### config.mk
export PLATFORM = sky130hd
export DESIGN_NAME = lsnr_front
export DESIGN_NICKNAME = d
export VERILOG_FILES = /design/src/hdl/lsnr_pkg.sv /design/src/hdl/lsnr_front.sv
export SDC_FILE = /design/constraint.sdc
export NUM_CORES = 1
export LEC_CHECK = 0
export BUFFER_PORTS_ARGS = -buffer_cell sky130_fd_sc_hd__buf_2
export CAP_MARGIN = 20
export CORE_UTILIZATION = 45
export DETAILED_ROUTE_END_ITERATION = 12
export HOLD_SLACK_MARGIN = 0.06
export SLEW_MARGIN = 10
export SYNTH_ARGS = -nofsm -noshare
export SYNTH_HDL_FRONTEND = slang
export SYNTH_SLANG_ARGS = --single-unit
### constraint.sdc
create_clock -name clk -period 30.1 [get_ports clk]
set_input_delay 7.525 -clock clk [delete_from_list [all_inputs] [get_ports clk]]
set_output_delay 7.525 -clock clk [all_outputs]
set_load 0.1 [all_outputs]
### src/hdl/lsnr_pkg.sv
// Shared types and constants of the lidar scan nearest-angle resampler.
// No dependencies; imported by the front, queue, back and top modules.
`timescale 1ns / 1ps
`default_nettype none
package lsnr_pkg;

  localparam int CFG_IDX_W   = 4;
  localparam int QUEUE_DEPTH = 4;
  localparam logic [15:0] Q_ONE = 16'd32768;

  typedef enum logic [CFG_IDX_W-1:0] {
    REG_ANGLE_START    = 4'd0,
    REG_ANGLE_STEP     = 4'd1,
    REG_RAW_COUNT      = 4'd2,
    REG_REVERSE_ORDER  = 4'd3,
    REG_MOUNT_YAW      = 4'd4,
    REG_RANGE_LIMIT_MM = 4'd5,
    REG_HALF_VIEW      = 4'd6,
    REG_BEAM_COUNT     = 4'd7
  } reg_idx_t;

  typedef struct packed {
    logic [31:0] angle_start;
    logic [31:0] angle_step;
    logic [15:0] raw_count;
    logic        reverse_order;
    logic [31:0] mount_yaw;
    logic [15:0] lim;
    logic [30:0] half_view;
    logic [6:0]  bm1;
  } cfg_t;

  typedef struct packed {
    logic [31:0] angle;
    logic [15:0] range_mm;
    logic        carries;
    logic        eos;
  } item_t;

endpackage
`default_nettype wire

### src/hdl/lsnr_front.sv
// Front: accepts input beats, tracks the sample index, computes the
// base-frame angle and clamped range, and queues the item. Uses lsnr_pkg.
`timescale 1ns / 1ps
`default_nettype none
module lsnr_front (
  input  wire logic            clk,
  input  wire logic            rst_n,
  input  wire lsnr_pkg::cfg_t  cfg,
  input  wire logic            in_valid,
  output logic                 in_ready,
  input  wire logic [15:0]     in_range_mm,
  input  wire logic            in_no_echo,
  input  wire logic            in_carries_sample,
  input  wire logic            in_end_of_scan,
  output logic                 q_push,
  output lsnr_pkg::item_t      q_item,
  input  wire logic            q_full
);
  import lsnr_pkg::*;

  logic [15:0] sidx_r;
  logic        s1_v_r;
  logic [31:0] s1_idx_r;
  logic [15:0] s1_rng_r;
  logic        s1_car_r, s1_eos_r;
  logic        acc;
  logic [31:0] idx;
  logic [15:0] rng;
  logic [31:0] prod;

  assign q_push   = s1_v_r && !q_full;
  assign in_ready = !s1_v_r || !q_full;
  assign acc      = in_valid && in_ready;

  assign idx = cfg.reverse_order ? (32'(cfg.raw_count) - 32'd1 - 32'(sidx_r))
                                 : 32'(sidx_r);
  assign rng = (in_no_echo || in_range_mm > cfg.lim) ? cfg.lim : in_range_mm;
  assign prod = 32'(s1_idx_r * cfg.angle_step);

  always_comb begin
    q_item.angle    = cfg.angle_start + prod + cfg.mount_yaw;
    q_item.range_mm = s1_rng_r;
    q_item.carries  = s1_car_r;
    q_item.eos      = s1_eos_r;
  end

  always_ff @(posedge clk) begin
    if (!rst_n) begin
      sidx_r <= '0;
      s1_v_r <= 1'b0;
    end else begin
      if (q_push) s1_v_r <= 1'b0;
      if (acc && (in_carries_sample || in_end_of_scan)) s1_v_r <= 1'b1;
      if (acc && in_end_of_scan) begin
        sidx_r <= '0;
      end else if (acc && in_carries_sample && sidx_r != 16'hFFFF) begin
        sidx_r <= sidx_r + 16'd1;
      end
    end
    if (acc) begin
      s1_idx_r <= idx;
      s1_rng_r <= rng;
      s1_car_r <= in_carries_sample;
      s1_eos_r <= in_end_of_scan;
    end
  end
endmodule
`default_nettype wire

==> run summary <==
RUN STATUS
----------------------------------------------------------------------------------------
Outcome ...................................................................    completed

STA
----------------------------------------------------------------------------------------
Worst slew margin relative to its limit ...................................        30.1%
Portion of the clock cycle consumed by the worst path in the final layout .        73.9%
Slew at the pin with the worst max-slew slack .............................      1050 ps
Final count of pins violating max slew ....................................            0
Number of failing setup endpoints in the final timing report ..............            0
Worst-case clock skew .....................................................      5.79 ps
Total Negative Setup Slacks ...............................................         0 ps
Peak Freq .................................................................     45.0 MHz
Hold violation total from the final report ................................            0
Final critical-path required period .......................................    22,240 ps
Setup repair after global routing missed its margin .......................        false

WORST SETUP PATH
----------------------------------------------------------------------------------------
Worst setup path class .................................................... primary input to output pin
Crit Path Max Fanout ......................................................           18
Most Frequent Cell on Critical Path ....................................... sky130_fd_sc_hd__fa_1
Source of the worst register-to-register timing path ......................    sidx_r[0]
Critical Path Max Stage Delay .............................................       550 ps
Kind of start point of the critical path .................................. primary input
Ordered list of cells on the worst path ................................... buf_2 -> and2_1 -> fa_1 -> fa_1 -> inv_1 -> fa_1 -> inv_1 -> fa_1 -> fa_1 -> fa_1 -> inv_1 -> fa_1 -> inv_1 -> ha_1 -> a21o_1 -> a21o_1 -> a221o_1 -> o211ai_1 -> a31oi_1 -> buf_4 -> a311o_1 -> a21oi_1 -> xnor2_1 -> buf_2
CP max-delay cell ......................................................... sky130_fd_sc_hd__fa_1
Kind of end point of the critical path ....................................   output pin
Endpoint arrival time on the critical path ................................    14,710 ps
Data required, critical path ..............................................    22,580 ps
Startpoint of the most critical setup path ................................     cfg[114]

DETAILED ROUTING
----------------------------------------------------------------------------------------
Detailed-route wire length ................................................    42,700 µm
Via-per-instance ratio ....................................................         4.94
Number of DRC violations after detailed routing ...........................            0
Wire length per cell after detailed routing ...............................      16.0 µm
Number of nets still failing antenna checks after routing .................            0
Initial DRC Count .........................................................          637
Iteration count of the initial detailed-routing pass ......................            5
Routed vias ...............................................................       13,160

LOGIC SYNTHESIS
----------------------------------------------------------------------------------------
Register bit count reported by yosys ......................................           53
Post-synthesis xor/xnor area fraction .....................................        4.85%
Primary flip-flop cell chosen by synthesis mapping ........................ sky130_fd_sc_hd__edfxtp_1
Combined area of all synthesized cells ....................................   18,000 µm²
Total of warnings raised by yosys .........................................            0
Syn avg cell area .........................................................     9.05 µm²
Leading cell types by total area after synthesis .......................... sky130_fd_sc_hd__fa_1, sky130_fd_sc_hd__inv_1, sky130_fd_sc_hd__ha_1
Post-synth EDFFs ..........................................................           36
Synth Instances ...........................................................        1,994
Fraction of registers with async set/reset ................................           0%
Yosys top cell by area .................................................... sky130_fd_sc_hd__fa_1
Fraction of the mapped netlist area in adder cells ........................        53.3%
Largest family of logic cells by synthesized area .........................  adder cells
Post-synthesis sequential area ratio ......................................        7.88%
Synth top area share ......................................................        43.4%
Share of cell area taken by muxes after synthesis .........................        1.16%
Post-synthesis compound-gate area fraction ................................        4.98%
Unique masters post-synth .................................................           57
Share of synthesized cell area in and, or, nand and nor gates .............        16.0%
Synth Net Count ...........................................................        2,718

WORST HOLD PATH
----------------------------------------------------------------------------------------
Kind of path behind the tightest hold check ............................... flip-flop to flip-flop
Hold wc startpoint ........................................................   sidx_r[13]

FINISH
----------------------------------------------------------------------------------------
Final-stage net count .....................................................        2,869
Share of post-route cells with drive strength above 1 .....................        11.6%
Relative area change from synthesis to final layout .......................        9.14%
Fill cells ................................................................        3,832

PLACE
----------------------------------------------------------------------------------------
HPWL after detailed placement .............................................    35,700 µm
Weighted congestion reported at the end of routability-driven placement ...        0.830
Port buffer count .........................................................          203

DIE
----------------------------------------------------------------------------------------
Starting utilization of the core area .....................................        46.2%
Number of standard-cell rows in the floorplan .............................           72
Area enclosed by the die boundary .........................................   40,900 µm²
Die height ................................................................       202 µm
Die extent in x ...........................................................       202 µm
Number of ports placed on the die boundary ................................          242
Core area .................................................................   39,100 µm²

GLOBAL ROUTING
----------------------------------------------------------------------------------------
Vias in the first global route ............................................       13,833
Pin count of the biggest net entering global routing ......................           38
Overflow after GRT ........................................................            0
First-pass GRT wire length ................................................    71,300 µm
Total track usage .........................................................        21.8%
Number of antenna violations at the first check in global routing .........            2

CLOCK TREE
----------------------------------------------------------------------------------------
Count of buffers added by post-CTS timing repair for setup ................            0
CTS H-tree depth ..........................................................            2
CTS Buf Count .............................................................            5
Resized Gates After CTS ...................................................            0
Clock sink total ..........................................................           53
Clock latency of the later-clocked register in the worst-skew pair ........       290 ps
Clock tree from TritonCTS .................................................          yes
Clock tree root driver cell ............................................... sky130_fd_sc_hd__clkbuf_16
Number of hold buffers added after CTS ....................................            0
Number of buffers on the longest clock path ...............................            2
Clock Pin Slew Worst Setup and Hold Paths .................................        70 ps

FLOW RUN
----------------------------------------------------------------------------------------
Maximum Capacitance Violations ............................................            0

## cell usage in the layout, fill, tap and decap left out, drive strengths merged, types with 3 or more instances in the layout
cell | netlist | routed
nand2b | 13 | 13
mux2i | 3 | 3
inv | 496 | 496
nand2 | 255 | 255
nor2b | 11 | 11
and3 | 8 | 8
a21oi | 37 | 37
o22ai | 3 | 3
a21boi | 3 | 3
mux2 | 16 | 16
fa | 391 | 391
o21a | 13 | 13
ha | 143 | 143
o211ai | 5 | 5
buf | 2 | 215
xnor2 | 72 | 72
nand3b | 3 | 3
clkbuf | 69 | 6
a31oi | 5 | 5
nor4 | 6 | 6
o21bai | 4 | 4
o21ai | 30 | 30
xor2 | 28 | 28
or3 | 7 | 7
a211oi | 3 | 3
edfxtp | 36 | 36
nor2 | 48 | 48
and2 | 190 | 190
nor3 | 15 | 15
a21o | 16 | 16
nand4 | 6 | 6
nand3 | 16 | 16
dfxtp | 17 | 17
## logic make-up after synthesis
logic type	after synthesis
compound gates	134
xor+xnor	100
fa+ha+maj	534
buf+inv	568
flops	53
mux	19
simple gates	586
## synth_stat cells, drive strengths merged (2+ instances only)
| library cell | instances |
|---|---|
| o211ai | 5 |
| o31ai | 2 |
| nor4 | 6 |
| a211oi | 3 |
| dfxtp | 17 |
| mux2i | 3 |
| o21ai | 30 |
| nand2 | 255 |
| nand3 | 16 |
| and4 | 2 |
| edfxtp | 36 |
| o211a | 2 |
| a21oi | 37 |
| o22ai | 3 |
| o21bai | 4 |
| or3 | 7 |
| nand2b | 13 |
| inv | 496 |
| xor2 | 28 |
| mux2 | 16 |
| a21boi | 3 |
| or2 | 2 |
| o21a | 13 |
| nand4 | 6 |
| and3 | 8 |
| nand3b | 3 |
| nor3 | 15 |
| a31oi | 5 |
| and2 | 190 |
| nor2b | 11 |
| buf | 2 |
| nor2 | 48 |
| a21o | 16 |
| or4 | 2 |
| xnor2 | 72 |
| clkbuf | 69 |
| ha | 143 |
| fa | 391 |
## routing by layer
layer  routed length [µm]  global-route usage [%]  up-vias
met1                19500                    31.1     6682
met3                 1560                    1.26       21
li1                     -                       -     6198
met5                    0                       0        -
met2                21300                    38.0      259
met4                  321                    2.12        0
## cell type report
| cell class | instances | area [µm²] | share of cell area (%) |
|---|---|---|---|
| multi-input combinational | 1373 | 14500 | 73.5 |
| inverter | 497 | 1870 | 9.47 |
| sequential | 53 | 1420 | 7.22 |
| timing repair buffer | 215 | 1110 | 5.62 |
| tap | 518 | 648 | 3.29 |
| clock buffer | 6 | 150 | 0.762 |
| clock inverter | 2 | 16.3 | 0.0826 |
| antenna | 1 | 2.50 | 0.0127 |
## state kept, by name, indices dropped and copies added, names as in the netlist
| register | count |
|---|---|
| s1_idx_r | 18 |
| s1_rng_r | 16 |
| sidx_r | 16 |
| s1_car_r | 1 |
| s1_eos_r | 1 |
| s1_v_r | 1 |
## critical path: cells and delay by family
family	cells	cell delay, ps
fa+ha+maj	8	3730
compound gates	7	1920
buf+inv	7	1170
simple gates	1	220
xor+xnor	1	140
## per-stage QoR
| stage | cells | setup slack (ps) | hold slack, ps | util [%] | area, µm² |
|---|---|---|---|---|---|
| CTS | 2664 | 7800 | 546 | 50.4 | 19700 |
| global route | 2665 | 7490 | 575 | 50.4 | 19700 |
| detailed placement | 2656 | 7820 | 538 | 49.9 | 19500 |
| finish | 2665 | 7860 | 543 | 50.4 | 19700 |
| global placement | 2656 | 7870 | 507 | 49.9 | 19500 |
| floorplan | 1994 | 7970 | 480 | - | 18000 |
## final timing paths
check | cells past startpoint | slack [ps] | to
worst max-delay path | 24 | 7860 | q_item[48]
worst min-delay path | 2 | 540 | sidx_r[13]
worst max register to register | 11 | 26570 | s1_idx_r[14]
worst min register to register | 2 | 540 | sidx_r[13]
Power is not shown: default switching activity piles up to over one toggle a cycle in this logic, so the estimate is an artifact.
