File: src/hdl/lsnr_pkg.sv
// Shared types and constants of the lidar scan nearest-angle resampler.
// No dependencies; imported by the front, queue, back and top modules.
`timescale 1ns / 1ps
`default_nettype none
package lsnr_pkg;

  localparam int CFG_IDX_W   = 4;
  localparam int QUEUE_DEPTH = 4;
  localparam logic [15:0] Q_ONE = 16'd32768;

  typedef enum logic [CFG_IDX_W-1:0] {
    REG_ANGLE_START    = 4'd0,
    REG_ANGLE_STEP     = 4'd1,
    REG_RAW_COUNT      = 4'd2,
    REG_REVERSE_ORDER  = 4'd3,
    REG_MOUNT_YAW      = 4'd4,
    REG_RANGE_LIMIT_MM = 4'd5,
    REG_HALF_VIEW      = 4'd6,
    REG_BEAM_COUNT     = 4'd7
  } reg_idx_t;

  typedef struct packed {
    logic [31:0] angle_start;
    logic [31:0] angle_step;
    logic [15:0] raw_count;
    logic        reverse_order;
    logic [31:0] mount_yaw;
    logic [15:0] lim;
    logic [30:0] half_view;
    logic [6:0]  bm1;
  } cfg_t;

  typedef struct packed {
    logic [31:0] angle;
    logic [15:0] range_mm;
    logic        carries;
    logic        eos;
  } item_t;

endpackage
`default_nettype wire

File: src/hdl/lsnr_ram.sv
// Generic single-write, single-read RAM with registered read data.
// No dependencies.
`timescale 1ns / 1ps
`default_nettype none
module lsnr_ram #(
  parameter int WIDTH = 48,
  parameter int DEPTH = 64
) (
  input  wire logic                     clk,
  input  wire logic                     wr_en,
  input  wire logic [$clog2(DEPTH)-1:0] wr_addr,
  input  wire logic [WIDTH-1:0]         wr_data,
  input  wire logic [$clog2(DEPTH)-1:0] rd_addr,
  output logic      [WIDTH-1:0]         rd_data
);
  logic [WIDTH-1:0] mem [DEPTH];

  always_ff @(posedge clk) begin
    if (wr_en) begin
      mem[wr_addr] <= wr_data;
    end
    rd_data <= mem[rd_addr];
  end
endmodule
`default_nettype wire

File: src/hdl/lsnr_div.sv
// Restoring divider, one quotient bit per cycle.
// No dependencies.
`timescale 1ns / 1ps
`default_nettype none
module lsnr_div (
  input  wire logic        clk,
  input  wire logic        rst_n,
  input  wire logic        start,
  input  wire logic [32:0] dividend,
  input  wire logic [16:0] divisor,
  output logic             done,
  output logic      [32:0] quotient,
  output logic      [16:0] remainder
);
  logic [32:0] quo_r, quo_nxt;
  logic [16:0] rem_r, rem_nxt;
  logic [16:0] dv_r, dv_nxt;
  logic [5:0]  cnt_r, cnt_nxt;
  logic        busy_r, busy_nxt;
  logic        done_r, done_nxt;
  logic [17:0] sh;

  always_comb begin
    quo_nxt  = quo_r;
    rem_nxt  = rem_r;
    dv_nxt   = dv_r;
    cnt_nxt  = cnt_r;
    busy_nxt = busy_r;
    done_nxt = 1'b0;
    sh       = {rem_r, quo_r[32]};
    if (start) begin
      quo_nxt  = dividend;
      rem_nxt  = '0;
      dv_nxt   = divisor;
      cnt_nxt  = '0;
      busy_nxt = 1'b1;
    end else if (busy_r) begin
      if (sh >= {1'b0, dv_r}) begin
        rem_nxt = 17'(sh - {1'b0, dv_r});
        quo_nxt = {quo_r[31:0], 1'b1};
      end else begin
        rem_nxt = sh[16:0];
        quo_nxt = {quo_r[31:0], 1'b0};
      end
      cnt_nxt = cnt_r + 6'd1;
      if (cnt_r == 6'd32) begin
        busy_nxt = 1'b0;
        done_nxt = 1'b1;
      end
    end
  end

  always_ff @(posedge clk) begin
    if (!rst_n) begin
      busy_r <= 1'b0;
      done_r <= 1'b0;
      cnt_r  <= '0;
    end else begin
      busy_r <= busy_nxt;
      done_r <= done_nxt;
      cnt_r  <= cnt_nxt;
    end
    quo_r <= quo_nxt;
    rem_r <= rem_nxt;
    dv_r  <= dv_nxt;
  end

  assign done      = done_r;
  assign quotient  = quo_r;
  assign remainder = rem_r;
endmodule
`default_nettype wire

File: src/hdl/lsnr_back.sv
// Back: recomputes target spacing, walks all target beams per sample and
// emits normalized ranges at end of scan. Uses lsnr_pkg, lsnr_ram, lsnr_div.
`timescale 1ns / 1ps
`default_nettype none
module lsnr_back #(
  parameter int MAX_BEAMS  = 64,
  parameter int ANGLE_BITS = 32
) (
  input  wire logic           clk,
  input  wire logic           rst_n,
  input  wire lsnr_pkg::cfg_t cfg,
  input  wire logic           cfg_recalc,
  input  wire logic           q_valid,
  input  wire lsnr_pkg::item_t q_item,
  output logic                q_pop,
  output logic                out_valid,
  input  wire logic           out_ready,
  output logic [5:0]          out_beam_index,
  output logic [15:0]         out_beam_range,
  output logic                out_last_beam
);
  import lsnr_pkg::*;
  localparam int KW = $clog2(MAX_BEAMS);
  localparam int RW = ANGLE_BITS + 16;

  typedef enum logic [6:0] {
    S_IDLE     = 7'b0000001,
    S_TGT      = 7'b0000010,
    S_WALK     = 7'b0000100,
    S_EMIT_RD  = 7'b0001000,
    S_EMIT_CHK = 7'b0010000,
    S_EMIT_DIV = 7'b0100000,
    S_EMIT_OUT = 7'b1000000
  } bst_t;

  bst_t st_r, st_nxt;
  logic        recalc_r;
  logic [31:0] tq_r, tq_nxt;
  logic [6:0]  trem_r, trem_nxt;
  logic [31:0] off_r, off_nxt;
  logic [6:0]  racc_r, racc_nxt;
  logic [KW-1:0] ik_r, ik_nxt, p_k_r, p_k_nxt, ek_r, ek_nxt;
  logic        iss_r, iss_nxt, p_v_r, p_v_nxt, out_v_r, out_v_nxt;
  logic [31:0] p_tgt_r, p_tgt_nxt, ang_r, ang_nxt;
  logic [15:0] rng_r, rng_nxt, oq_r, oq_nxt;
  logic        eos_r, eos_nxt;
  logic [MAX_BEAMS-1:0] vld_r, vld_nxt;

  logic [KW-1:0] rd_addr;
  logic [RW-1:0] rd_data;
  logic          wr_en;
  logic [ANGLE_BITS-1:0] rd_dist, dk;
  logic [15:0]   rd_rng, r_cl;
  logic [31:0]   tgt, diff, dabs;
  logic [7:0]    sum8;
  logic          wrap;
  logic          div_start, div_done;
  logic [32:0]   div_a, div_q;
  logic [16:0]   div_d, div_r;

  assign rd_dist = rd_data[RW-1:16];
  assign rd_rng  = rd_data[15:0];
  assign r_cl    = (rd_rng > cfg.lim) ? cfg.lim : rd_rng;

  assign tgt  = off_r - {1'b0, cfg.half_view};
  assign sum8 = {1'b0, racc_r} + {1'b0, trem_r};
  assign wrap = sum8 >= {1'b0, cfg.bm1};

  assign diff = ang_r - p_tgt_r;
  assign dabs = diff[31] ? (32'd0 - diff) : diff;
  assign dk   = dabs[31 -: ANGLE_BITS];
  assign wr_en = (st_r == S_WALK) && p_v_r && (!vld_r[p_k_r] || dk < rd_dist);

  assign div_a = (st_r == S_IDLE) ? {1'b0, cfg.half_view, 1'b0}
                                  : ({1'b0, r_cl, 16'd0} + {17'd0, cfg.lim});
  assign div_d = (st_r == S_IDLE) ? {10'd0, cfg.bm1} : {cfg.lim, 1'b0};

  always_comb begin
    st_nxt    = st_r;
    tq_nxt    = tq_r;
    trem_nxt  = trem_r;
    off_nxt   = off_r;
    racc_nxt  = racc_r;
    ik_nxt    = ik_r;
    iss_nxt   = iss_r;
    p_v_nxt   = 1'b0;
    p_k_nxt   = p_k_r;
    p_tgt_nxt = p_tgt_r;
    ang_nxt   = ang_r;
    rng_nxt   = rng_r;
    eos_nxt   = eos_r;
    ek_nxt    = ek_r;
    oq_nxt    = oq_r;
    out_v_nxt = out_v_r;
    vld_nxt   = vld_r;
    rd_addr   = ek_r;
    q_pop     = 1'b0;
    div_start = 1'b0;
    unique case (st_r)
      S_IDLE: begin
        if (recalc_r) begin
          div_start = 1'b1;
          st_nxt    = S_TGT;
        end else if (q_valid) begin
          q_pop   = 1'b1;
          ang_nxt = q_item.angle;
          rng_nxt = q_item.range_mm;
          eos_nxt = q_item.eos;
          ek_nxt  = '0;
          if (q_item.carries) begin
            off_nxt  = '0;
            racc_nxt = '0;
            ik_nxt   = '0;
            iss_nxt  = 1'b1;
            st_nxt   = S_WALK;
          end else begin
            st_nxt = S_EMIT_RD;
          end
        end
      end
      S_TGT: begin
        if (div_done) begin
          tq_nxt   = div_q[31:0];
          trem_nxt = div_r[6:0];
          st_nxt   = S_IDLE;
        end
      end
      S_WALK: begin
        rd_addr = ik_r;
        if (iss_r) begin
          p_v_nxt   = 1'b1;
          p_k_nxt   = ik_r;
          p_tgt_nxt = tgt;
          racc_nxt  = wrap ? 7'(sum8 - {1'b0, cfg.bm1}) : sum8[6:0];
          off_nxt   = off_r + tq_r + 32'(wrap);
          if (7'(ik_r) == cfg.bm1) iss_nxt = 1'b0;
          else ik_nxt = ik_r + 1'b1;
        end
        if (wr_en) vld_nxt[p_k_r] = 1'b1;
        if (p_v_r && 7'(p_k_r) == cfg.bm1) begin
          p_v_nxt = 1'b0;
          st_nxt  = eos_r ? S_EMIT_RD : S_IDLE;
        end
      end
      S_EMIT_RD: st_nxt = S_EMIT_CHK;
      S_EMIT_CHK: begin
        if (vld_r[ek_r]) begin
          div_start = 1'b1;
          st_nxt    = S_EMIT_DIV;
        end else begin
          oq_nxt    = Q_ONE;
          out_v_nxt = 1'b1;
          st_nxt    = S_EMIT_OUT;
        end
      end
      S_EMIT_DIV: begin
        if (div_done) begin
          oq_nxt    = div_q[15:0];
          out_v_nxt = 1'b1;
          st_nxt    = S_EMIT_OUT;
        end
      end
      S_EMIT_OUT: begin
        if (out_ready) begin
          out_v_nxt = 1'b0;
          if (7'(ek_r) == cfg.bm1) begin
            vld_nxt = '0;
            st_nxt  = S_IDLE;
          end else begin
            ek_nxt = ek_r + 1'b1;
            st_nxt = S_EMIT_RD;
          end
        end
      end
      default: st_nxt = S_IDLE;
    endcase
  end

  always_ff @(posedge clk) begin
    if (!rst_n) begin
      st_r     <= S_IDLE;
      recalc_r <= 1'b1;
      iss_r    <= 1'b0;
      p_v_r    <= 1'b0;
      out_v_r  <= 1'b0;
      vld_r    <= '0;
    end else begin
      st_r     <= st_nxt;
      recalc_r <= cfg_recalc || (recalc_r && !(st_r == S_IDLE && div_start));
      iss_r    <= iss_nxt;
      p_v_r    <= p_v_nxt;
      out_v_r  <= out_v_nxt;
      vld_r    <= vld_nxt;
    end
    tq_r    <= tq_nxt;
    trem_r  <= trem_nxt;
    off_r   <= off_nxt;
    racc_r  <= racc_nxt;
    ik_r    <= ik_nxt;
    p_k_r   <= p_k_nxt;
    p_tgt_r <= p_tgt_nxt;
    ang_r   <= ang_nxt;
    rng_r   <= rng_nxt;
    eos_r   <= eos_nxt;
    ek_r    <= ek_nxt;
    oq_r    <= oq_nxt;
  end

  lsnr_ram #(.WIDTH(RW), .DEPTH(MAX_BEAMS)) u_best (
    .clk     (clk),
    .wr_en   (wr_en),
    .wr_addr (p_k_r),
    .wr_data ({dk, rng_r}),
    .rd_addr (rd_addr),
    .rd_data (rd_data)
  );

  lsnr_div u_div (
    .clk       (clk),
    .rst_n     (rst_n),
    .start     (div_start),
    .dividend  (div_a),
    .divisor   (div_d),
    .done      (div_done),
    .quotient  (div_q),
    .remainder (div_r)
  );

  assign out_valid      = out_v_r;
  assign out_beam_index = 6'(ek_r);
  assign out_beam_range = oq_r;
  assign out_last_beam  = (7'(ek_r) == cfg.bm1);

  a_out_in_emit: assert property (@(posedge clk) disable iff (!rst_n)
    out_v_r |-> st_r == S_EMIT_OUT) else $error("result valid outside emit");
  a_clear_end: assert property (@(posedge clk) disable iff (!rst_n)
    (st_r == S_EMIT_OUT && out_ready && 7'(ek_r) == cfg.bm1) |=> vld_r == '0)
    else $error("beam state not cleared at end of scan");
  a_div_owner: assert property (@(posedge clk) disable iff (!rst_n)
    div_done |-> (st_r == S_TGT || st_r == S_EMIT_DIV))
    else $error("divider result with no consumer");
endmodule
`default_nettype wire

File: config.mk
export PLATFORM = sky130hd
export DESIGN_NAME = lsnr_back
export DESIGN_NICKNAME = d
export VERILOG_FILES = /design/src/hdl/lsnr_pkg.sv /design/src/hdl/lsnr_ram.sv /design/src/hdl/lsnr_div.sv /design/src/hdl/lsnr_back.sv
export SDC_FILE = /design/constraint.sdc
export NUM_CORES = 2
export LEC_CHECK = 0
export BUFFER_PORTS_ARGS = -buffer_cell sky130_fd_sc_hd__buf_2
export CAP_MARGIN = 30
export CELL_PAD_IN_SITES_DETAIL_PLACEMENT = 0
export CELL_PAD_IN_SITES_GLOBAL_PLACEMENT = 1
export CORE_AREA = 10 10 507 509
export DETAILED_ROUTE_END_ITERATION = 6
export DIE_AREA = 0 0 517 519
export HOLD_SLACK_MARGIN = 0.12
export PLACE_DENSITY_LB_ADDON = 0.1
export SKIP_CTS_REPAIR_TIMING = 1
export SYNTH_ARGS = -nofsm -noshare
export SYNTH_HDL_FRONTEND = slang
export SYNTH_SLANG_ARGS = --single-unit
File: constraint.sdc
create_clock -name clk -period 24.1 [get_ports clk]
set_clock_uncertainty 0.2 [all_clocks]
set_input_delay 2.41 -clock clk [delete_from_list [all_inputs] [get_ports clk]]
set_output_delay 2.41 -clock clk [all_outputs]
set_load 0.005 [all_outputs]
==> impl_metrics.ini <==
[pwr]
finalPower_uw = 13700
power.leakage_uw = 0.0524
ir_worst_vdd_v = 0.0000903
p_per_area_nw_per_um2 = 86.7

[floorplanning]
initial_core_util_pct = 56.6
dieArea_um2 = 268000
rows = 183
die_w_um = 517
io_pins = 247
core_um2 = 247000
die_h_um = 519

[global_routing]
grt_pass1_vias = 74636
gr-usage-met1_pct = 41.1
antenna_found_initial = 10
grt_pass1_wl_um = 541000
grt_max_degree = 124
grtUsageMet3_pct = 5.26
grt.total_usage_pct = 28.0
grt.busiest_layer = met2
met2_usage_pct = 43.1
grt-ovfl-total = 0

[place]
dp_hpwl_um = 214000
gp_congestion = 0.865
io_buffer_count = 133

[outcome]
status = finished clean

[yosys]
ys_ff_latch = 3463
yosysWarnings = 0
synth_cells = 7581
synthTopCellsByArea = edfxtp_1, mux4_2, dfxtp_1
synth_edf_count = 3315
synth_top_flop_cell = edfxtp_1
synthTopCellsByCount = edfxtp_1, mux4_2, nand2_1
synthDistinctLibCells = 70
netlist_area_um2 = 140000
yosys.area.top_type = edfxtp_1
async_flop_share_pct = 0
seq_area_frac_synth_pct = 73.2
syn_area_per_cell_um2 = 18.5
synth_most_common_cell = edfxtp_1
syn_nets = 7985
yosysTopAreaCellShare_pct = 71.1

[setup_path]
crit_arrival_ns = 10.09
critPathMaxStageDelay_ns = 0.86
required_ns = 24.44
worstSetupEndpointType = register
critPathMaxFanout = 65
path_buf_inv = 5
crit_path_frequent_cell = a21o_1
cp_top_family = compound AO/OA/AOI/OAI gates
crit_slowest_cell = nor4_1
path_class = register to register
cp-start-kind = register

[routing]
drcViolationCount = 0
drtIter0Drc = 9696
first_pass_iters = 6
ant_nets = 0
route.vias.total = 75606
wl_per_cell_um = 33.0
viasPerCell = 6.57
routed_wl_um = 380000

[timing]
setup_tns_ns = 0
period_needed_ns = 9.75
setup_viol = 0
drv_slew = 0
max-slew-margin-rel_pct = 21.7
fmax_mhz = 103
finalCritPeriodShare_pct = 40.5
hold_viol = 0
rsz0062_at_grt = false
worstMarginPinSlew_ns = 1.17

[run]
maxCapViolations = 0

[final_layout]
nNetsFinal = 8385
syn_to_final_growth_pct = 12.8
drive_gt1_share_pct = 22.3

[clocking]
cts_buffers = 366
cts_sinks = 3463
htreeDepth = 5
clk_latency_ns = 0.99
clk_pin_slew_ns = 0.06
ctsLongestPathBuffers = 4
root_buffer = clkbuf_16
cts_tree = built

[hold_path]
hold_path_class = register to register
[metal layers]
metal | share of wire (%) | vias up
met5 | 0.0034 | -
met3 | 9.8 | 668
met2 | 47 | 3989
met4 | 3.3 | 2
li1 | - | 31273
met1 | 40 | 39674
[cells by family after synthesis]
kind of cell               synth area share [%]
muxes                                      14.2
adders and majority gates                  1.66
and+or+nand+nor                            4.22
buffers and inverters                      1.62
DFF                                        73.2
xor gates and xnor gates                   1.03
AOI/OAI and AO/OA                          4.14
[final cells by class]
cell class / count / area, um2
Clock inverter: 199 / 1800
Fill cell: 16999 / 89300
Inverter: 185 / 694
Timing Repair Buffer: 415 / 3180
Sequential cell: 3463 / 103000
Multi-Input combinational cell: 3550 / 36200
Clock buffer: 448 / 9630
Antenna cell: 4 / 10.0
Tap cell: 3237 / 4050
[worst reg2reg max path: stages (launching register included)]
cell,delay [ns]
edfxtp_1,0.43
inv_1,0.08
ha_1,0.22
nor2b_1,0.14
o2111a_1,0.27
o21ai_0,0.43
a21oi_1,0.16
or3_1,0.39
a2111oi_2,0.61
nand4_1,0.29
nor4_1,0.86
a31oi_1,0.26
xnor2_2,0.18
buf_4,0.29
ha_1,0.48
a21o_1,0.17
a21o_1,0.17
a21o_1,0.18
a21o_1,0.18
a221o_1,0.42
a21o_1,0.23
a21oi_1,0.32
a21oi_4,0.28
buf_4,0.47
nor3_2,0.29
buf_4,0.64
buf_4,0.70
[per-stage QoR]
step / instance area, um2 / hold WS, ns / worst slack (ns) / std cells / utilization, %
after floorplan: 140000 / 0.217 / 12.65 / 7581 / -
after global placement: 146000 / 0.239 / 14.52 / 10829 / 59.1
after detailed placement: 146000 / 0.236 / 14.27 / 10843 / 59.2
after CTS: 158000 / 0.244 / 14.24 / 11490 / 63.8
after global routing: 158000 / 0.252 / 13.97 / 11499 / 63.9
final: 158000 / 0.239 / 14.35 / 11501 / 63.9
[power breakdown]
group	switching (uW)	internal, uW
clock network	2260	3170
registers	57.7	6880
logic	883	445
total	3200	10500
[worst paths after layout]
check / start / endpoint / slack [ns] / cells after the start
max: p_tgt_r[1] / u_best.mem[54][14] / 14.35 / 26
min: u_div.quotient[24] / tq_r[24] / 0.24 / 0
max reg2reg: p_tgt_r[1] / u_best.mem[54][14] / 14.35 / 26
min reg2reg: u_div.quotient[24] / tq_r[24] / 0.24 / 0
[flip-flops by register name (all words and copies together) (netlist names), 32 cells and up]
register,flops
p_tgt_r,32
off_r,32
vld_r,64
u_div.quotient,33
u_best.rd_data,48
tq_r,32
u_best.mem,3072
ang_r,32
[placed cells by master, fill, tap and decap left out, types with 133 or more instances in the layout]
cell,netlist,routed
ha_1,175,175
nand2_1,687,686
inv_1,183,183
edfxtp_1,3315,3315
buf_4,9,253
nand3_1,144,144
a21oi_1,221,217
mux2i_1,171,167
dfxtp_1,148,148
o21ai_0,213,213
nor2_1,167,165
buf_2,74,133
clkbuf_16,0,372
mux4_2,795,795
No activity file was read; power rests on OpenSTA's default activity.
