$ cat src/hdl/lsnr_pkg.sv
// Shared types and constants of the lidar scan nearest-angle resampler.
// No dependencies; imported by the front, queue, back and top modules.
`timescale 1ns / 1ps
`default_nettype none
package lsnr_pkg;

  localparam int CFG_IDX_W   = 4;
  localparam int QUEUE_DEPTH = 4;
  localparam logic [15:0] Q_ONE = 16'd32768;

  typedef enum logic [CFG_IDX_W-1:0] {
    REG_ANGLE_START    = 4'd0,
    REG_ANGLE_STEP     = 4'd1,
    REG_RAW_COUNT      = 4'd2,
    REG_REVERSE_ORDER  = 4'd3,
    REG_MOUNT_YAW      = 4'd4,
    REG_RANGE_LIMIT_MM = 4'd5,
    REG_HALF_VIEW      = 4'd6,
    REG_BEAM_COUNT     = 4'd7
  } reg_idx_t;

  typedef struct packed {
    logic [31:0] angle_start;
    logic [31:0] angle_step;
    logic [15:0] raw_count;
    logic        reverse_order;
    logic [31:0] mount_yaw;
    logic [15:0] lim;
    logic [30:0] half_view;
    logic [6:0]  bm1;
  } cfg_t;

  typedef struct packed {
    logic [31:0] angle;
    logic [15:0] range_mm;
    logic        carries;
    logic        eos;
  } item_t;

endpackage
`default_nettype wire

$ cat src/hdl/lsnr_fifo.sv
// Short item queue between front and back.
// Depends on lsnr_pkg (item_t, QUEUE_DEPTH).
`timescale 1ns / 1ps
`default_nettype none
module lsnr_fifo (
  input  wire logic           clk,
  input  wire logic           rst_n,
  input  wire logic           push,
  input  wire lsnr_pkg::item_t push_item,
  output logic                full,
  input  wire logic           pop,
  output lsnr_pkg::item_t     pop_item,
  output logic                not_empty
);
  import lsnr_pkg::*;
  localparam int AW = $clog2(QUEUE_DEPTH);

  item_t        buf_r [QUEUE_DEPTH];
  logic [AW-1:0] wp_r, rp_r;
  logic [AW:0]   cnt_r;

  always_ff @(posedge clk) begin
    if (!rst_n) begin
      wp_r  <= '0;
      rp_r  <= '0;
      cnt_r <= '0;
    end else begin
      if (push) wp_r <= wp_r + 1'b1;
      if (pop) rp_r <= rp_r + 1'b1;
      cnt_r <= cnt_r + (AW+1)'(push) - (AW+1)'(pop);
    end
    if (push) buf_r[wp_r] <= push_item;
  end

  assign full      = (cnt_r == (AW+1)'(QUEUE_DEPTH));
  assign not_empty = (cnt_r != '0);
  assign pop_item  = buf_r[rp_r];
endmodule
`default_nettype wire

$ cat config.mk
export PLATFORM = sky130hd
export DESIGN_NAME = lsnr_fifo
export DESIGN_NICKNAME = d
export VERILOG_FILES = /design/src/hdl/lsnr_pkg.sv /design/src/hdl/lsnr_fifo.sv
export SDC_FILE = /design/constraint.sdc
export NUM_CORES = 1
export LEC_CHECK = 0
export ABC_CLOCK_PERIOD_IN_PS = 2400
export CAP_MARGIN = 5
export CORE_ASPECT_RATIO = 0.7
export CORE_UTILIZATION = 42
export DETAILED_ROUTE_END_ITERATION = 8
export DONT_BUFFER_PORTS = 1
export MAX_ROUTING_LAYER = met4
export PLACE_DENSITY_LB_ADDON = 0.05
export SLEW_MARGIN = 20
export SYNTH_ARGS = -nofsm -noshare
export SYNTH_HDL_FRONTEND = slang
export SYNTH_SLANG_ARGS = --single-unit
$ cat constraint.sdc
create_clock -name clk -period 2.4 [get_ports clk]
set_clock_uncertainty 0.1 [all_clocks]
set_input_delay 0.48 -clock clk [delete_from_list [all_inputs] [get_ports clk]]
set_output_delay 0.48 -clock clk [all_outputs]
set_load 0.02 [all_outputs]
==> results of run 1 <==
[power by group through the flow]
stage / Clock (mW) / Combinational, mW / Sequential [mW]
3_5_place_dp: 0 / 0.763 / 4.33
2_1_floorplan: 0 / 0.630 / 4.31
6_report: 3.14 / 0.855 / 4.24
4_1_cts: 3.23 / 0.878 / 4.25
5_1_grt: 3.37 / 0.922 / 4.26
3_3_place_gp: 0 / 0.765 / 4.33
[cell families (layout without fill, tap and decap cells)]
kind of cell,count (synthesis),count (layout)
AO/OA/AOI/OAI,2,2
XOR/XNOR,3,3
adder cells (fa/ha/maj),7,7
buffers and inverters,19,113
flip-flops,209,209
multiplexers,51,51
AND/OR/NAND/NOR,14,14
[cells in the final DEF, fill, tap and decap left out]
master	instances
edfxtp_1	200
dlygate4sd3_1	51
mux4_2	50
clkbuf_16	21
buf_12	9
buf_4	9
inv_1	7
dfxtp_1	7
ha_1	6
clkbuf_1	6
nor2_1	5
and2_2	4
clkinv_1	3
and2_1	2
xnor2_1	2
clkbuf_8	2
clkinv_2	2
bufinv_16	2
or3_1	1
and3_1	1
a21bo_2	1
nand3b_1	1
a21oi_1	1
mux2i_1	1
xor3_1	1
fa_1	1
dfxtp_4	1
dfxtp_2	1
clkinvlp_4	1
[sequential cells by signal, summed over array words and instances, names as in the netlist, named ones only]
signal and flops:
wp_r 2, cnt_r 3, rp_r 2, buf_r 200
[worst max-delay path, cell delays in order, from the launching register on]
cell and delay [ns]:
dfxtp_4 0.45, buf_12 0.20, mux4_2 0.61
[layer usage]
| metal | vias up | GRT usage [%] | wire length (microns) |
|---|---|---|---|
| li1 | 1449 | - | - |
| met1 | 1666 | 18.9 | 5780 |
| met2 | 80 | 23.7 | 6400 |
| met3 | 21 | 4.00 | 809 |
| met4 | 0 | 3.77 | 223 |
| met5 | - | - | 0 |
[repair_timing]
item,CTS,global route
setup endpoints to repair,43,8
buffers inserted,3,1
endpoints found under the hold margin,202,0
hold buffers,51,0
[final cells by class]
| cell class | instances | area [sq um] | share of cell area (%) |
|---|---|---|---|
| sequential | 209 | 6190 | 66.5 |
| clock inverter | 8 | 88.8 | 0.955 |
| clock buffer | 29 | 576 | 6.19 |
| inverter | 7 | 26.3 | 0.282 |
| timing repair buffer | 69 | 758 | 8.15 |
| tap | 236 | 295 | 3.17 |
| multi-input combinational | 77 | 1370 | 14.7 |
[path summary, 6_finish.rpt]
check / start / to / slack (ns)
setup / recovery: register / pop_item[16] / 0.06
setup reg to reg: cnt_r[0] / cnt_r[2] / 0.58
hold / removal: push / wp_r[1] / 0.06
hold reg to reg: rp_r[1] / register / 0.45
[stage by stage]
step | hold slack [ns] | setup WS [ns] | util, % | cell area, sq um
after floorplan | 0.399 | 0.153 | - | 7720
after global placement | 0.424 | 0.449 | 45.0 | 8100
after detailed placement | 0.437 | 0.454 | 45.0 | 8100
after CTS | 0.0432 | 0.00855 | 51.6 | 9300
after global routing | 0.0433 | -0.000576 | 51.7 | 9300
final | 0.0575 | 0.0647 | 51.7 | 9300
==> out/summary.json, run 1 <==
{
  "worst-slew-pin-transition": {"value": 0.424, "unit": "ns"},
  "max_cap_violations": {"value": 0},
  "drc_errors": {"value": 0},
  "vias": {"value": 3216},
  "gr-total-overflow": {"value": 0},
  "design.die.area": {"value": 18900, "unit": "sq um"},
  "die_h": {"value": 115, "unit": "microns"},
  "setup_viol_count_final": {"value": 0},
  "place_hpwl": {"value": 8070, "unit": "microns"},
  "antennaDiodeCount": {"value": 0},
  "drt-vias-per-instance": {"value": 5.06},
  "coreArea": {"value": 18000, "unit": "sq um"},
  "post_synth_main_area_contributors": {"value": "edfxtp_1 (78%), mux4_2 (15%), dfxtp_1 (2.3%), buf_12 (1.3%), ha_1 (0.97%)"},
  "p_sw_share": {"value": 21.8, "unit": "%"},
  "initial_core_util": {"value": 42.9, "unit": "%"},
  "clock_sink_count": {"value": 209},
  "setup_total_negative_slack": {"value": 0, "unit": "ns"},
  "wirelength": {"value": 13200, "unit": "microns"},
  "cts.repair.resized": {"value": 0},
  "timing.critical_path.to_type": {"value": "output pin"},
  "worstRegToRegCells": {"value": 7},
  "wire_per_inst": {"value": 20.8, "unit": "microns"},
  "synth_top_family_by_area": {"value": "multiplexers"},
  "finalNonFillerCells": {"value": 635},
  "synth-edff-count": {"value": 200},
  "post-synth-top-area-fraction": {"value": 77.8, "unit": "%"},
  "buffer_ports.inserted": {"value": 0},
  "clk_pin_slew": {"value": 0.06, "unit": "ns"},
  "synth-seq-cells": {"value": 209},
  "ys_warn_count": {"value": 0},
  "maximum_level_of_the_cts_h_tree": {"value": 1},
  "xor_xnor_share_of_the_synthesized_area": {"value": 0.535, "unit": "%"},
  "tritoncts": {"value": "done"},
  "hold_path_class": {"value": "in2reg"},
  "async_reset_ff_share": {"value": 0, "unit": "%"},
  "netlist_area_before_placement": {"value": 7720, "unit": "sq um"},
  "ys.flop_type": {"value": "edfxtp_1"},
  "numCtsBuffers": {"value": 21},
  "cellInternalPower": {"value": 6.44, "unit": "mW"},
  "power-per-cell-area": {"value": 885, "unit": "nW/um^2"},
  "ios": {"value": 106},
  "synth_area_in_simple_gates": {"value": 0.989, "unit": "%"},
  "power.net_switching": {"value": 1.80, "unit": "mW"},
  "distinct_cells_synth": {"value": 20},
  "maxClockFrequency": {"value": 428, "unit": "MHz"},
  "synth-adder-area-share": {"value": 1.23, "unit": "%"},
  "global_route.usage.total": {"value": 14.8, "unit": "%"},
  "muxShareOfSynthArea": {"value": 14.7, "unit": "%"},
  "clk_latency": {"value": 0.48, "unit": "ns"},
  "yosysTopAreaCell": {"value": "edfxtp_1"},
  "die_width": {"value": 164, "unit": "microns"},
  "startpoint_type": {"value": "register"},
  "placed_cells": {"value": 543},
  "synthMostInstantiatedCell": {"value": "edfxtp_1"},
  "syn_area_per_cell": {"value": 25.3, "unit": "sq um"},
  "rows": {"value": 41},
  "arrival": {"value": 1.76, "unit": "ns"},
  "final.period_utilization": {"value": 97.3, "unit": "%"},
  "layout.filler_cells": {"value": 1415},
  "synthTopCellsByCount": {"value": "edfxtp_1 (200), mux4_2 (50), dfxtp_1 (9)"},
  "post_route_cells_drive_above_1_share": {"value": 25.8, "unit": "%"},
  "finalHoldViolations": {"value": 0},
  "report.final.slew_viol_count": {"value": 0},
  "maximum_fanout_encountered_on_the_critical_timing_path": {"value": 14},
  "synth_compound_area_share": {"value": 0.195, "unit": "%"},
  "post_synth_inst_count": {"value": 305},
  "nNetsFinal": {"value": 446},
  "total_leakage_power": {"value": 2.99, "unit": "nW"},
  "timing_worst_setup_path_type": {"value": "reg2out"},
  "timing.critical_path.required": {"value": 1.82, "unit": "ns"},
  "antenna_found_initial": {"value": 0},
  "first_global_vias": {"value": 3440},
  "max-slew-margin-rel": {"value": 71.7, "unit": "%"},
  "area_delta_synth_final": {"value": 20.6, "unit": "%"},
  "final_antenna_net_count": {"value": 0},
  "rsz0062_at_grt": {"value": "true"},
  "routabilityCongestion": {"value": 0.740},
  "grt_max_degree": {"value": 27},
  "grt_pass1_wl": {"value": 19900, "unit": "microns"},
  "postSynthNetCount": {"value": 366},
  "combinational_power_share": {"value": 10.4, "unit": "%"},
  "initialDrtViolationCount": {"value": 259},
  "ir_worst_vdd": {"value": 0.502, "unit": "mV"},
  "run_status": {"value": "complete, no violations"},
  "cts-root-buf": {"value": "clkbuf_16"},
  "total_power": {"value": 8.24, "unit": "mW"},
  "yosysSeqAreaShare": {"value": 80.2, "unit": "%"},
  "layout_min_cycle_time": {"value": 2.34, "unit": "ns"},
  "clockBufferDepth": {"value": 3},
  "drtPass1Iterations": {"value": 4},
  "p_clk_share": {"value": 38.1, "unit": "%"},
  "pwr-share-seq": {"value": 51.5, "unit": "%"},
  "hold_path_depth": {"value": 2}
}
(Power assumes the default switching activity.)
==> run 2, diff against run 1 <==
--- a/config.mk
+++ b/config.mk
@@ -5,8 +5,9 @@
 export SDC_FILE = /design/constraint.sdc
 export NUM_CORES = 1
 export LEC_CHECK = 0
-export ABC_CLOCK_PERIOD_IN_PS = 2400
 export CAP_MARGIN = 5
+export CELL_PAD_IN_SITES_DETAIL_PLACEMENT = 1
+export CELL_PAD_IN_SITES_GLOBAL_PLACEMENT = 1
 export CORE_ASPECT_RATIO = 0.7
 export CORE_UTILIZATION = 42
 export DETAILED_ROUTE_END_ITERATION = 8
==> run 2 against run 1 <==
- register-to-register slack worse by 0.02 ns
- largest power group unchanged
- via count up 1.5%
- sequential power about the same
- setup slack worse by 0.012 ns
- critical path type unchanged
- critical endpoint is now pop_item[9]
==> out/summary.json, run 2 (synthesis gave the netlist of run 1 again) <==
{
  "run_status": {"value": "complete, no violations"},
  "area_delta_synth_final": {"value": 19.1, "unit": "%"},
  "layout_top_registers": {"value": "buf_r x200, cnt_r x3"},
  "ios": {"value": 106, "change": "unchanged"},
  "place_hpwl": {"value": 7800, "unit": "microns", "change": "-3.4%"},
  "clk_latency": {"value": 0.49, "unit": "ns", "change": "about the same"},
  "worst-slew-pin-transition": {"value": 0.477, "unit": "ns", "change": "+0.0528 ns"},
  "antennaDiodeCount": {"value": 0, "change": "unchanged"},
  "layout_min_cycle_time": {"value": 2.35, "unit": "ns", "change": "+0.0123 ns"},
  "max-slew-margin-rel": {"value": 68.2, "unit": "%", "change": "-3.5 points"},
  "routabilityCongestion": {"value": 0.737, "change": "-0.38%"},
  "tritoncts": {"value": "done"},
  "die_h": {"value": 115, "unit": "microns", "change": "unchanged"},
  "highest-signal-layer": {"value": "met4"},
  "post_route_cells_drive_above_1_share": {"value": 24.3, "unit": "%", "change": "-1.5 points"},
  "initialDrtViolationCount": {"value": 207, "change": "-20%"},
  "detail_route.wirelength.met1": {"value": 5700, "unit": "microns", "change": "-1.4%"},
  "register_with_the_most_flip_flops": {"value": "buf_r"},
  "layout_commonest_cell": {"value": "edfxtp_1"},
  "detailroute.wirelength.met2": {"value": 6610, "unit": "microns", "change": "+3.3%"},
  "drtPass1Iterations": {"value": 4, "change": "unchanged"},
  "crit_slowest_cell": {"value": "mux4_2"},
  "wirelength": {"value": 13500, "unit": "microns", "change": "+2.1%"},
  "wire_per_inst": {"value": 21.7, "unit": "microns", "change": "+4.1%"},
  "grt_max_degree": {"value": 51, "change": "+89%"},
  "rsz0062_at_grt": {"value": "true"},
  "maximum_level_of_the_cts_h_tree": {"value": 1, "change": "unchanged"},
  "place_worst_setup_slack": {"value": 0.434, "unit": "ns", "change": "-0.0203 ns"},
  "gr-total-overflow": {"value": 0, "change": "unchanged"},
  "drc_errors": {"value": 0, "change": "unchanged"},
  "first_global_vias": {"value": 3511, "change": "+2.1%"},
  "final.period_utilization": {"value": 97.8, "unit": "%", "change": "+0.51 points"},
  "ir_worst_vdd": {"value": 0.474, "unit": "mV", "change": "-5.5%"},
  "hold_path_class": {"value": "in2reg"},
  "design.die.area": {"value": 18900, "unit": "sq um", "change": "unchanged"},
  "routed-wl-met3": {"value": 938, "unit": "microns", "change": "+16%"},
  "timing.final.ws_setup": {"value": 0.0525, "unit": "ns", "change": "-0.0123 ns"},
  "clockBufferDepth": {"value": 3, "change": "unchanged"},
  "antenna_found_initial": {"value": 0, "change": "unchanged"},
  "setup_viol_count_final": {"value": 0, "change": "unchanged"},
  "maximum_fanout_encountered_on_the_critical_timing_path": {"value": 26, "change": "+12"},
  "maxClockFrequency": {"value": 426, "unit": "MHz", "change": "-0.52%"},
  "cp-endpoint": {"value": "pop_item[9]"},
  "layout.filler_cells": {"value": 1556, "change": "+10%"},
  "drt-vias-per-instance": {"value": 5.24, "change": "+3.4%"},
  "coreArea": {"value": 18000, "unit": "sq um", "change": "unchanged"},
  "startpoint_type": {"value": "register"},
  "sequential_cell_area": {"value": 6190, "unit": "sq um", "change": "unchanged"},
  "cts-root-buf": {"value": "clkbuf_16"},
  "global_route.usage.total": {"value": 15.0, "unit": "%", "change": "+0.22 points"},
  "timing_worst_setup_path_type": {"value": "reg2out"},
  "nNetsFinal": {"value": 439, "change": "-1.6%"},
  "total_power": {"value": 8.11, "unit": "mW", "change": "-1.6%"},
  "timing.critical_path.required": {"value": 1.82, "unit": "ns", "change": "about the same"},
  "max_stage_delay_on_crit_path": {"value": 0.64, "unit": "ns", "change": "+0.03 ns"},
  "worst_r2r_startpoint": {"value": "cnt_r[0]"},
  "clk_pin_slew": {"value": 0.06, "unit": "ns", "change": "about the same"},
  "mostFrequentLayoutCells": {"value": "edfxtp_1 (200), dlygate4sd3_1 (51), mux4_2 (50)"},
  "rows": {"value": 41, "change": "unchanged"},
  "multi_input_comb_area": {"value": 1370, "unit": "sq um", "change": "unchanged"},
  "report.final.slew_viol_count": {"value": 0, "change": "unchanged"},
  "grt_pass1_wl": {"value": 20200, "unit": "microns", "change": "+1.7%"},
  "buffer_count_from_post_cts_setup_fixing": {"value": 0, "change": "-3"},
  "arrival": {"value": 1.77, "unit": "ns", "change": "about the same"},
  "buffer_ports.inserted": {"value": 0, "change": "unchanged"},
  "finalHoldViolations": {"value": 0, "change": "unchanged"},
  "total_leakage_power": {"value": 2.93, "unit": "nW", "change": "-1.9%"},
  "vias": {"value": 3263, "change": "+1.5%"},
  "clock_sink_count": {"value": 209, "change": "unchanged"},
  "worst-r2r-setup-slack": {"value": 0.56, "unit": "ns", "change": "-0.02 ns"},
  "cts.repair.resized": {"value": 0, "change": "unchanged"},
  "power-per-cell-area": {"value": 882, "unit": "nW/um^2", "change": "-0.37%"},
  "die_width": {"value": 164, "unit": "microns", "change": "unchanged"},
  "timing.critical_path.to_type": {"value": "output pin"},
  "r2r_end": {"value": "cnt_r[2]"},
  "max_cap_violations": {"value": 0, "change": "unchanged"},
  "hold_path_depth": {"value": 2, "change": "unchanged"},
  "largest_register_ff_count": {"value": 200, "change": "unchanged"},
  "final_antenna_net_count": {"value": 0, "change": "unchanged"},
  "worstPathCellList": {"value": "buf_12, mux4_2"},
  "initial_core_util": {"value": 42.9, "unit": "%", "change": "unchanged"},
  "worstRegToRegCells": {"value": 7, "change": "unchanged"},
  "numCtsBuffers": {"value": 21, "change": "unchanged"}
}
-- run 2: repair_timing --
action | in CTS | in global routing
endpoints found under the hold margin | 202 | 0
endpoints found under the setup margin | 0 | 20
hold buffers | 51 | 0
-- run 2: final cells by class --
| class | instances | area share [%] |
|---|---|---|
| clock buffers | 23 | 5.80 |
| clock inverters | 9 | 1.06 |
| inverters | 7 | 0.286 |
| multi-input cells | 77 | 14.9 |
| flip-flops and latches | 209 | 67.3 |
| well taps | 236 | 3.21 |
| repair buffers | 62 | 7.40 |
-- run 2: worst max-delay path, delay by kind of cell, from the launching register on --
family | cells | cell delay (ns)
buffers and inverters | 1 | 0.23
flip-flops | 1 | 0.37
multiplexers | 1 | 0.64
-- run 2: how the worst min path moves through the flow --
stage / slack (ns) / to / from
floorplan: 0.40 / register / rp_r[1]
global placement: 0.43 / register / rp_r[0]
detailed placement: 0.45 / register / rp_r[0]
CTS: 0.03 / wp_r[0] / push
global route: 0.05 / wp_r[0] / push
finish: 0.05 / wp_r[0] / push
-- run 2: stage by stage --
| stage | cells | setup TNS, ns | cell area [sq um] | utilization (%) | hold WS [ns] |
|---|---|---|---|---|---|
| 4_1_cts | 623 | 0 | 9190 | 51.1 | 0.0296 |
| 2_1_floorplan | 305 | 0 | 7720 | - | 0.399 |
| 5_1_grt | 623 | -0.174 | 9190 | 51.1 | 0.0533 |
| 3_3_place_gp | 540 | 0 | 8050 | 44.7 | 0.428 |
| 6_report | 623 | 0 | 9190 | 51.1 | 0.0456 |
| 3_5_place_dp | 540 | 0 | 8050 | 44.7 | 0.448 |
-- run 2: power by group --
group | total (mW) | switching, mW | internal [mW] | leakage (nW)
sequential | 4.24 | 0.0521 | 4.19 | 1.91
combinational | 0.832 | 0.494 | 0.337 | 0.709
clock | 3.03 | 1.23 | 1.80 | 0.308
total | 8.11 | 1.78 | 6.33 | 2.93
-- run 2: routing by layer --
metal / track usage, % / vias to the layer above
li1: - / 1426
met1: 18.6 / 1729
met3: 4.47 / 21
met2: 24.4 / 87
met5: - / -
met4: 3.64 / 0
==> run 3, diff against run 2 <==
--- a/config.mk
+++ b/config.mk
@@ -12,8 +12,7 @@
 export CORE_UTILIZATION = 42
 export DETAILED_ROUTE_END_ITERATION = 8
 export DONT_BUFFER_PORTS = 1
-export MAX_ROUTING_LAYER = met4
-export PLACE_DENSITY_LB_ADDON = 0.05
+export PLACE_DENSITY = 0.7
 export SLEW_MARGIN = 20
 export SYNTH_ARGS = -nofsm -noshare
 export SYNTH_HDL_FRONTEND = slang
==> run 3 against run 2 <==
- clock-buffer cell count grew 4
- largest power group unchanged
- register-to-register slack about the same
- largest cell class unchanged
- critical endpoint is now pop_item[40]
- via count fell by 0.74%
==> out/summary.json, run 3 (synthesis gave the netlist of run 1 again) <==
{
  "ir_worst_vdd": {"value": 0.543, "unit": "mV", "change": "+15%"},
  "nNetsFinal": {"value": 438, "change": "-0.23%"},
  "clk_latency": {"value": 0.48, "unit": "ns", "change": "about the same"},
  "gr-total-overflow": {"value": 0, "change": "unchanged"},
  "design.die.area": {"value": 18900, "unit": "sq um", "change": "unchanged"},
  "hold_path_depth": {"value": 1, "change": "-1"},
  "crit_slowest_cell": {"value": "mux4_2"},
  "largest_register_ff_count": {"value": 200, "change": "unchanged"},
  "report.final.slew_viol_count": {"value": 0, "change": "unchanged"},
  "place_hpwl": {"value": 7950, "unit": "microns", "change": "+2.0%"},
  "wire_per_inst": {"value": 22.0, "unit": "microns", "change": "+1.3%"},
  "setup_total_negative_slack": {"value": 0, "unit": "ns", "change": "unchanged"},
  "hold_worst_path_end": {"value": "cnt_r[1]"},
  "r2r_end": {"value": "cnt_r[2]"},
  "first_global_vias": {"value": 3543, "change": "+0.91%"},
  "timing_worst_setup_path_type": {"value": "reg2out"},
  "maximum_level_of_the_cts_h_tree": {"value": 1, "change": "unchanged"},
  "startpoint_type": {"value": "register"},
  "layout_commonest_cell": {"value": "edfxtp_1"},
  "area_delta_synth_final": {"value": 18.1, "unit": "%"},
  "die_width": {"value": 164, "unit": "microns", "change": "unchanged"},
  "drc_errors": {"value": 0, "change": "unchanged"},
  "coreArea": {"value": 18000, "unit": "sq um", "change": "unchanged"},
  "routabilityCongestion": {"value": 0.719, "change": "-2.5%"},
  "cellInternalPower": {"value": 6.23, "unit": "mW", "change": "-1.6%"},
  "worst_r2r_startpoint": {"value": "cnt_r[0]"},
  "power.net_switching": {"value": 1.77, "unit": "mW", "change": "-0.85%"},
  "post_route_cells_drive_above_1_share": {"value": 23.5, "unit": "%", "change": "-0.84 points"},
  "drtPass1Iterations": {"value": 4, "change": "unchanged"},
  "global_route.usage.total": {"value": 14.7, "unit": "%", "change": "-0.30 points"},
  "initialDrtViolationCount": {"value": 144, "change": "-30%"},
  "buffer_count_from_post_cts_setup_fixing": {"value": 0, "change": "unchanged"},
  "timing.critical_path.required": {"value": 1.82, "unit": "ns", "change": "about the same"},
  "max-slew-margin-rel": {"value": 73.0, "unit": "%", "change": "+4.8 points"},
  "final.period_utilization": {"value": 96.7, "unit": "%", "change": "-1.2 points"},
  "total_leakage_power": {"value": 2.90, "unit": "nW", "change": "-1.1%"},
  "rsz0062_at_grt": {"value": "false"},
  "pwr-share-seq": {"value": 53.1, "unit": "%", "change": "+0.8 points"},
  "p_sw_share": {"value": 22.1, "unit": "%", "change": "+0.13 points"},
  "maxClockFrequency": {"value": 431, "unit": "MHz", "change": "+1.2%"},
  "max_cap_violations": {"value": 0, "change": "unchanged"},
  "combinational_power_share": {"value": 10.3, "unit": "%", "change": "about the same"},
  "wirelength": {"value": 13700, "unit": "microns", "change": "+1.5%"},
  "worst-slew-pin-transition": {"value": 0.406, "unit": "ns", "change": "-0.0714 ns"},
  "worst-r2r-setup-slack": {"value": 0.57, "unit": "ns", "change": "about the same"},
  "layout_top_registers": {"value": "buf_r x200, cnt_r x3"},
  "initial_core_util": {"value": 42.9, "unit": "%", "change": "unchanged"},
  "final_util": {"value": 50.6, "unit": "%", "change": "-0.44 points"},
  "die_h": {"value": 115, "unit": "microns", "change": "unchanged"},
  "setup_viol_count_final": {"value": 0, "change": "unchanged"},
  "timing.critical_path.to_type": {"value": "output pin"},
  "max_stage_delay_on_crit_path": {"value": 0.64, "unit": "ns", "change": "about the same"},
  "buffer_ports.inserted": {"value": 0, "change": "unchanged"},
  "p_clk_share": {"value": 36.6, "unit": "%", "change": "-0.8 points"},
  "clk_pin_slew": {"value": 0.06, "unit": "ns", "change": "about the same"},
  "vias": {"value": 3239, "change": "-0.74%"},
  "worstPathCellList": {"value": "buf_16, mux4_2"},
  "mostFrequentLayoutCells": {"value": "edfxtp_1 (200), mux4_2 (50), dlygate4sd3_1 (50)"},
  "hold_path_class": {"value": "in2reg"},
  "ios": {"value": 106, "change": "unchanged"},
  "total_power": {"value": 7.99, "unit": "mW", "change": "-1.4%"},
  "final_antenna_net_count": {"value": 0, "change": "unchanged"},
  "antenna_found_initial": {"value": 0, "change": "unchanged"},
  "run_status": {"value": "complete, no violations"},
  "numCtsBuffers": {"value": 21, "change": "unchanged"},
  "worstRegToRegCells": {"value": 7, "change": "unchanged"},
  "min_from": {"value": "rst_n"},
  "clock_sink_count": {"value": 209, "change": "unchanged"},
  "arrival": {"value": 1.74, "unit": "ns", "change": "-0.03 ns"},
  "antennaDiodeCount": {"value": 0, "change": "unchanged"},
  "power-per-cell-area": {"value": 877, "unit": "nW/um^2", "change": "-0.57%"},
  "drt-vias-per-instance": {"value": 5.19, "change": "-0.89%"},
  "maximum_fanout_encountered_on_the_critical_timing_path": {"value": 26, "change": "unchanged"},
  "layout_min_cycle_time": {"value": 2.32, "unit": "ns", "change": "-0.0277 ns"},
  "grt_max_degree": {"value": 51, "change": "unchanged"},
  "finalHoldViolations": {"value": 0, "change": "unchanged"},
  "cts-root-buf": {"value": "clkbuf_16"},
  "tritoncts": {"value": "done"},
  "clockBufferDepth": {"value": 3, "change": "unchanged"},
  "register_with_the_most_flip_flops": {"value": "buf_r"},
  "grt_pass1_wl": {"value": 20500, "unit": "microns", "change": "+1.4%"},
  "rows": {"value": 41, "change": "unchanged"}
}
[run 3: power by group through the flow]
stage	Sequential [mW]	Combinational [mW]	Clock [mW]
2_1_floorplan	4.31	0.630	0
3_3_place_gp	4.31	0.736	0
3_5_place_dp	4.32	0.744	0
4_1_cts	4.24	0.847	3.02
5_1_grt	4.26	0.900	3.15
6_report	4.24	0.827	2.92
[run 3: routing by layer]
| layer | vias up | wire length (microns) | GRT usage [%] |
|---|---|---|---|
| met1 | 1700 | 5710 | 18.4 |
| met5 | - | 0 | 0 |
| met4 | 0 | 259 | 3.33 |
| met3 | 19 | 1090 | 5.16 |
| met2 | 96 | 6640 | 24.8 |
| li1 | 1424 | - | - |
[run 3: worst max path at each step]
stage | cells after the start | startpoint | slack (ns) | endpoint
detailed placement | 6 | pop | 0.46 | cnt_r[2]
global route | 2 | register | 0.0004 | pop_item[33]
finish | 2 | register | 0.08 | pop_item[40]
global placement | 6 | pop | 0.47 | cnt_r[2]
floorplan | 3 | wp_r[0] | 0.15 | buf_r[2][0]
CTS | 2 | register | 0.04 | pop_item[33]
[run 3: stage by stage]
stage / setup WS (ns) / std cells / hold slack [ns] / instance area (sq um)
after floorplan: 0.153 / 305 / 0.399 / 7720
final: 0.0801 / 624 / 0.0251 / 9110
after CTS: 0.0359 / 624 / 0.00668 / 9110
after global routing: 0.000441 / 624 / 0.0247 / 9110
after detailed placement: 0.456 / 540 / 0.436 / 8000
after global placement: 0.468 / 540 / 0.424 / 8000
[run 3: repair_timing]
item | 4_1_cts | 5_1_grt
hold endpoints to repair | 200 | 0
endpoints found under the setup margin | 0 | 2
gates resized for setup | 0 | 1
hold buffers | 50 | 0
[run 3: area by class of cell]
class | instances | area, sq um
flip-flops and latches | 209 | 6190
inverters | 7 | 26.3
clock inverters | 7 | 56.3
clock buffers | 27 | 548
repair buffers | 61 | 628
well taps | 236 | 295
multi-input cells | 77 | 1370
fillers | 1552 | 8890
[run 3: worst max-delay path: cells and delay by family (launching register included)]
| family | cells | cell delay [ns] |
|---|---|---|
| buffers and inverters | 1 | 0.23 |
| muxes | 1 | 0.64 |
| DFF | 1 | 0.38 |
